==> src/design/pba_pkg.sv <==
`default_nettype none
// ----------------------------------------------------------------------------
// pba_pkg: shared types and constants for the page bitmap allocator
// Operation codes, controller states and the command and status bundles
// that join the controller and the datapath.
// ----------------------------------------------------------------------------
package pba_pkg;

    localparam int PAGE_W = 12;
    localparam int OP_W   = 2;

    localparam logic [OP_W-1:0] OP_ALLOC = 2'd0;
    localparam logic [OP_W-1:0] OP_FREE  = 2'd1;
    localparam logic [OP_W-1:0] OP_MARK  = 2'd2;

    typedef enum logic [2:0] {
        ST_CLEAR,
        ST_IDLE,
        ST_LOCATE,
        ST_FETCH,
        ST_MODIFY,
        ST_SCAN,
        ST_REPLY
    } t_state;

    typedef struct packed {
        logic clear;      // write one zero word of the clearing pass
        logic capture;    // take the request, zero the pending result
        logic scan_init;  // restart the word scan at word zero
        logic locate;     // compute the word number of the page
        logic fetch;      // read the addressed word, take the bit number
        logic modify;     // write back the word for free or mark used
        logic scan_step;  // read the next word of the scan
        logic grant;      // set the found bit and record the page
        logic exhaust;    // record out of memory
        logic reply;      // load the output register
    } t_cmd;

    typedef struct packed {
        logic clear_done;
        logic word_found;
        logic scan_last;
        logic out_free;
    } t_status;

endpackage
`default_nettype wire

==> src/design/pba_ctrl.sv <==
`default_nettype none
// ----------------------------------------------------------------------------
// pba_ctrl: request sequencer
// Runs the clearing pass after reset, steps each free, mark or allocate request
// through locate/fetch/modify or the word scan and hands results to the output.
// ----------------------------------------------------------------------------
module pba_ctrl (
    input  wire logic                    i_clk,
    input  wire logic                    i_rst_n,
    input  wire logic                    i_valid,
    input  wire logic [pba_pkg::OP_W-1:0] i_operation,
    output logic                         o_ready,
    input  wire pba_pkg::t_status        i_status,
    output pba_pkg::t_cmd                o_cmd
);

    pba_pkg::t_state r_state;
    pba_pkg::t_state n_state;

    always_ff @(posedge i_clk) begin
        if (!i_rst_n) begin
            r_state <= pba_pkg::ST_CLEAR;
        end else begin
            r_state <= n_state;
        end
    end

    always_comb begin
        n_state = r_state;
        unique case (r_state)
            pba_pkg::ST_CLEAR: begin
                if (i_status.clear_done) begin
                    n_state = pba_pkg::ST_IDLE;
                end
            end
            pba_pkg::ST_IDLE: begin
                if (i_valid) begin
                    unique case (i_operation) inside
                        pba_pkg::OP_ALLOC:                  n_state = pba_pkg::ST_SCAN;
                        pba_pkg::OP_FREE, pba_pkg::OP_MARK: n_state = pba_pkg::ST_LOCATE;
                        default:                            n_state = pba_pkg::ST_REPLY;
                    endcase
                end
            end
            pba_pkg::ST_LOCATE: n_state = pba_pkg::ST_FETCH;
            pba_pkg::ST_FETCH:  n_state = pba_pkg::ST_MODIFY;
            pba_pkg::ST_MODIFY: n_state = pba_pkg::ST_REPLY;
            pba_pkg::ST_SCAN: begin
                if (i_status.word_found || i_status.scan_last) begin
                    n_state = pba_pkg::ST_REPLY;
                end
            end
            pba_pkg::ST_REPLY: begin
                if (i_status.out_free) begin
                    n_state = pba_pkg::ST_IDLE;
                end
            end
            default: n_state = pba_pkg::ST_CLEAR;
        endcase
    end

    always_comb begin
        o_cmd   = '0;
        o_ready = 1'b0;
        unique case (r_state)
            pba_pkg::ST_CLEAR: o_cmd.clear = 1'b1;
            pba_pkg::ST_IDLE: begin
                o_ready = 1'b1;
                if (i_valid) begin
                    o_cmd.capture   = 1'b1;
                    o_cmd.scan_init = (i_operation == pba_pkg::OP_ALLOC);
                end
            end
            pba_pkg::ST_LOCATE: o_cmd.locate = 1'b1;
            pba_pkg::ST_FETCH:  o_cmd.fetch  = 1'b1;
            pba_pkg::ST_MODIFY: o_cmd.modify = 1'b1;
            pba_pkg::ST_SCAN: begin
                if (i_status.word_found) begin
                    o_cmd.grant = 1'b1;
                end else if (i_status.scan_last) begin
                    o_cmd.exhaust = 1'b1;
                end else begin
                    o_cmd.scan_step = 1'b1;
                end
            end
            pba_pkg::ST_REPLY: o_cmd.reply = i_status.out_free;
            default: o_cmd = '0;
        endcase
    end

endmodule
`default_nettype wire

==> config.mk <==
export PLATFORM = sky130hd
export DESIGN_NAME = pba_ctrl
export DESIGN_NICKNAME = d
export VERILOG_FILES = /design/src/design/pba_pkg.sv /design/src/design/pba_ctrl.sv
export SDC_FILE = /design/constraint.sdc
export NUM_CORES = 1
export LEC_CHECK = 0
export ABC_AREA = 1
export BUFFER_PORTS_ARGS = -buffer_cell sky130_fd_sc_hd__buf_2
export CORE_AREA = 2 2 39 41
export CTS_CLUSTER_SIZE = 8
export DETAILED_ROUTE_END_ITERATION = 7
export DIE_AREA = 0 0 41 43
export RECOVER_POWER = 25
export SYNTH_ARGS = -nofsm -noshare
export SYNTH_HDL_FRONTEND = slang
export SYNTH_SLANG_ARGS = --single-unit
export TNS_END_PERCENT = 5
==> constraint.sdc <==
create_clock -name i_clk -period 1.07 [get_ports i_clk]
set_input_delay 0.0535 -clock i_clk [delete_from_list [all_inputs] [get_ports i_clk]]
set_output_delay 0.0535 -clock i_clk [all_outputs]
set_load 0.03 [all_outputs]
==> results of run 1 <==
## worst paths after layout
kind / to / slack (ps) / depth (start not counted)
setup / recovery: o_cmd[7] / -160 / 4
hold / removal: r_state[2] / 30 / 3
setup reg to reg: r_state[0] / -40 / 9
hold reg to reg: r_state[0] / 630 / 3
## critical path, stage by stage (launching register included)
cell and delay, ps:
dfxtp_4 360, nor3_4 230, inv_2 80, nor3_4 120, buf_6 150
## where the power goes
group	leakage (µW)	switching (µW)	total, µW	internal (µW)
registers	0.0000267	91.0	270	179
logic	0.000335	624	1100	471
clock network	0.0000150	59.2	199	140
total	0.000377	774	1560	790
## timing repair
item                       4_1_cts  5_1_grt
gates resized for setup         23       13
hold endpoints to repair         0        0
setup endpoints to repair       14       14
pin swaps                        4        2
buffers inserted                 1        1
## per-layer routing
metal / up-vias / track usage
met5: - / 0
met4: 0 / 0.0600
met3: 0 / 0.0314
met2: 19 / 0.200
met1: 203 / 0.135
li1: 251 / -
## through the flow
step,instances,instance area [µm²]
after floorplan,64,383
after global placement,104,538
after detailed placement,104,538
after CTS,109,634
after global routing,110,688
final,110,688
## final cells by class
type	instances	area, µm²	area share
multi-input combinational	40	278	0.404
timing repair buffer	27	213	0.309
inverter	20	80.1	0.116
sequential	3	71.3	0.104
clock buffer	4	26.3	0.0382
tap	16	20.0	0.0291
## cells by family (layout without fill, tap and decap cells)
family	count (synthesis)	in the layout	synth area share
flops	3	3	0.168
simple gates	32	32	0.442
fa+ha+maj	2	2	0.0702
buf+inv	21	51	0.225
compound gates	6	6	0.0947
## layout by cell type (no fill, tap or decap)
cell type / synthesis / final
a21oi_1: 3 / 3
buf_6: 0 / 8
nand3_4: 0 / 1
nand3_1: 4 / 3
ha_1: 2 / 2
inv_1: 17 / 14
inv_4: 0 / 2
buf_2: 1 / 8
nand3b_1: 1 / 1
buf_4: 0 / 11
nor3_4: 0 / 3
nand2_2: 0 / 2
nand3_2: 2 / 2
nor2_2: 3 / 3
clkbuf_1: 0 / 1
dfxtp_4: 0 / 3
inv_2: 3 / 4
o21ai_1: 1 / 2
nor2_1: 8 / 6
nor2_4: 0 / 2
clkbuf_4: 0 / 3
a21oi_2: 1 / 1
nand2_1: 11 / 9
==> metrics.md, run 1 <==
| Metric | Value |
|---|---|
| Inserted Clock Buffers | 3 |
| Slew @ Worst Pin | 187 ps |
| Met3 routed WL | 64 µm |
| Die height | 43 µm |
| Wire length per cell | 8.55 µm |
| Minimum clock period | 1230 ps |
| Tcrit/Tclk final | 1.15 |
| Final Hold Violating Endpoints | 0 |
| Port bufs | 19 |
| Clock transition at path regs | 40 ps |
| First-pass GRT wire length | 1.44 mm |
| Largest net degree at the start of global routing | 8 |
| Uppermost layer routed | met3 |
| Synth unique cells | 17 |
| Number of global-route vias before repair | 380 |
| Routed wire length | 941 µm |
| Fraction of registers with async set/reset | 0 |
| Gr usage total | 0.122 |
| Grt total ovfl | 0 |
| Synthesized cell area | 357 µm² |
| Worst hold margin | 26.2 ps |
| Hold WC Path Type | input port to flop |
| Die ar. | 1760 µm² |
| Syn Area/Cell | 5.57 µm² |
| Largest registers | r_state: 3 flops |
| Area growth, synth to finish | 93.0% |
| Main flop type after synthesis | dfxtp_1 |
| Pwr/cell area | 2270 nW/µm² |
| Worst Path Required | 1020 ps |
| Top-area cell type share of the netlist area | 0.179 |
| Clk_skew | 5.78 ps |
| FP Rows | 14 |
| Sink Count | 3 |
| RSZ-0062 raised after global routing | true |
| Routed Antenna Nets | 0 |
| Total number of vias | 473 |
| Hold_sp | i_rst_n |
| Final Max Tran Viols | 0 |
| Final Core Density | 0.497 |
| CP Data Arrival Time | 1170 ps |
| Max-Slew Margin vs Limit | 0.875 |
| Worst Setup SP | r_state[2] |
| Met1 wire length | 354 µm |
| R2R Path Start | r_state[0] |
| Setup ws final | -158 ps |
| Sequential area share after synthesis | 0.168 |
| CTS tree | done |
| Crit start category | flop |
| Most numerous cell in the Yosys netlist | inv_1 |
| Root Buffer | clkbuf_4 |
| Starting Density | 0.258 |
| Critical path fanouts, max | 5 |
| Max Root-Sink Buffers | 2 |
| Cells after synthesis | 64 |
| Failing checks | setup timing |
| Clock latency on the worst-skew pair | 230 ps |
| Layout Nets | 106 |
| Setup tns final | -1100 ps |
| Iter 0 DRT Violations | 8 |
| Share of cells above drive strength 1 | 0.564 |
| Residual DRC | 0 |
| Largest Register | r_state |
| Worst slack, placed | -127 ps |
| Status | complete, but fails checks |
| Leading area contributor after synthesis | inv_1 |
| N_diodes | 0 |
| Syn_nets | 75 |
| Die Width | 41 µm |
| Synth area leaders | inv_1, dfxtp_1, nand2_1 |
| Synth top cells by count | inv_1, nand2_1, nor2_1, nand3_1 |
| H-Tree Depth | 1 |
| Met2 WL post-DR | 522 µm |
| Kind of critical path | flop to output port |
| DR vias/cell | 4.30 |
| DRT Pass-1 Iters | 4 |
| Synth warnings | 0 |
| Core ar. | 1380 µm² |
| Leak | 0.000377 µW |
| Routability congestion estimate | 0.807 |
| Hold bufs inserted after CTS | 0 |
| Antenna violations before repair | 0 |
| Largest register FFs | 3 |
| DP HPWL | 726 µm |
| Max-cap violation count | 0 |
| # setup viols final | 13 |
| Max VDD drop | 0.00111 V |
| Total power | 1560 µW |
| Worst setup EP type | output port |
| F_max | 815 MHz |
| Ports | 20 |
| FF+latch count, synth | 3 |
| Fillers | 154 |
| Number of synthesized flops with an enable pin | 0 |
Note: power is estimated with default switching activity, not from simulation.
==> run 2: changes to the inputs <==
Settings changed: CTS_CLUSTER_SIZE 8 to 10, SKIP_CTS_REPAIR_TIMING set to 1, TNS_END_PERCENT 5 to not set.
==> run 2 against run 1 <==
  * Highest routed layer is now met4
  * Register-to-register slack is essentially flat
  * Worst hold slack lost 1.3 ps
  * Die area is the same
  * The run still ends with setup timing left
  * Combinational power grew 4%
  * Non-clock buffer count is the same
  * Final cell count is the same
  * Wire length grew 8.5%
  * Design area grew 2.2%
  * Flip-flop and latch count is the same
  * Core utilization grew 1.1 points
  * Fmax shrank 1.6%
==> metrics.md, run 2 (synthesized netlist as in run 1, its figures left out) <==
| Metric | Value |
|---|---|
| Status | complete, but fails checks |
| Failing checks | setup timing |
| Inserted Clock Buffers | 3 |
| Minimum clock period | 1250 ps |
| Area growth, synth to finish | 97.2% |
| Commonest non-fill, non-tap cell in the layout | inv_1 |
| Setup ws final | -178 ps |
| Worst Path Required | 1020 ps |
| First-pass GRT wire length | 1.53 mm |
| RSZ-0062 raised after global routing | true |
| Largest register FFs | 3 |
| Wire length per cell | 9.28 µm |
| F_max | 801 MHz |
| CP Data Arrival Time | 1190 ps |
| Total number of vias | 467 |
| Largest registers | r_state: 3 flops |
| Grt total ovfl | 0 |
| CTS tree | done |
| Max-cap violation count | 0 |
| Max-Slew Margin vs Limit | 0.881 |
| Finished Layout Cells | 110 |
| Share of cells above drive strength 1 | 0.564 |
| Cell breakdown of the critical path | buf_6 > nand3_4 > buf_6 > nor3_4 > buf_6 |
| Clk_skew | 6.96 ps |
| Placed Area | 576 µm² |
| FF/Latch Area | 71.3 µm² |
| Routed Antenna Nets | 0 |
| Clock latency on the worst-skew pair | 240 ps |
| Final Hold Violating Endpoints | 0 |
| H-Tree Depth | 1 |
| Leak | 0.000376 µW |
| Placed insts | 106 |
| Layout Nets | 106 |
| Critical Path Max Stage Delay | 380 ps |
| Starting Density | 0.258 |
| Iter 0 DRT Violations | 11 |
| Slew @ Worst Pin | 178 ps |
| Most frequent cells in the layout | inv_1, nand2_1, buf_6 |
| Core ar. | 1380 µm² |
| Slowest CP cell | dfxtp_4 |
| Largest Register | r_state |
| # setup viols final | 14 |
| N_diodes | 0 |
| Die Width | 41 µm |
| DR vias/cell | 4.25 |
| Residual DRC | 0 |
| Die height | 43 µm |
| Tcrit/Tclk final | 1.17 |
| Gr usage total | 0.133 |
| Pwr/cell area | 2320 nW/µm² |
| Final Core Density | 0.508 |
| Root Buffer | clkbuf_4 |
| Worst path most repeated cell | buf_6 |
| Number of global-route vias before repair | 413 |
| Ports | 20 |
| Max VDD drop | 0.00101 V |
| Routed wire length | 1.02 mm |
| Hold WC Path Type | input port to flop |
| Fillers | 144 |
| Largest net degree at the start of global routing | 9 |
| FP Rows | 14 |
| Kind of critical path | flop to output port |
| Critical path fanouts, max | 5 |
| DP HPWL | 752 µm |
| Antenna violations before repair | 0 |
| Max Root-Sink Buffers | 2 |
| Worst setup EP type | output port |
| Port bufs | 19 |
| Routability congestion estimate | 0.842 |
| Worst hold margin | 24.8 ps |
| DRT Pass-1 Iters | 4 |
| Clock transition at path regs | 40 ps |
| Design area | 703 µm² |
| Final Max Tran Viols | 0 |
| Sink Count | 3 |
| Crit start category | flop |
| Multi-input combinational cell area | 290 µm² |
| Die ar. | 1760 µm² |
run 2: cell count changes in the layout (fill, tap and decap cells not counted), moves of 2 or more:
cell | before | now
buf_4 | 11 | 8
buf_6 | 8 | 10
nor2_1 | 6 | 4
nor2_4 | 2 | 4
run 2: where the power goes:
| part | switching, µW | internal [µW] | total, µW |
|---|---|---|---|
| sequential | 107 | 179 | 286 |
| combinational | 650 | 490 | 1140 |
| clock | 62.4 | 140 | 202 |
| total | 819 | 809 | 1630 |
run 2: layout make-up:
cell class | count | share of cell area
Multi-Input combinational cell | 40 | 0.413
Tap cell | 16 | 0.0285
Clock buffer | 4 | 0.0374
Timing Repair Buffer | 27 | 0.310
Inverter | 20 | 0.110
Sequential cell | 3 | 0.101
run 2: final timing paths:
check / startpoint / endpoint / slack [ps] / cells past startpoint
hold reg to reg: r_state[0] / r_state[0] / 650 / 3
setup / recovery: r_state[0] / o_cmd[1] / -180 / 5
hold / removal: i_rst_n / r_state[2] / 20 / 3
setup reg to reg: r_state[0] / r_state[0] / -50 / 8
run 2: critical path, delay by kind of cell, from the launching register on:
family	cells	cell delay (ps)
DFF	1	380
and+or+nand+nor	2	190
buffers and inverters	3	390
run 2: through the flow:
stage,TNS [ps],worst slack [ps],total power (µW)
floorplan,-787,-256,892
global placement,-226,-87.9,1190
detailed placement,-367,-105,1210
CTS,-2560,-312,1430
global route,-2440,-240,1780
finish,-1340,-178,1630
run 2: metal layers:
layer,track usage,share of wire,vias up
li1,-,-,250
met1,0.144,0.36,196
met2,0.200,0.55,19
met3,0.0314,0.076,2
met4,0.120,0.016,0
met5,0,0,-
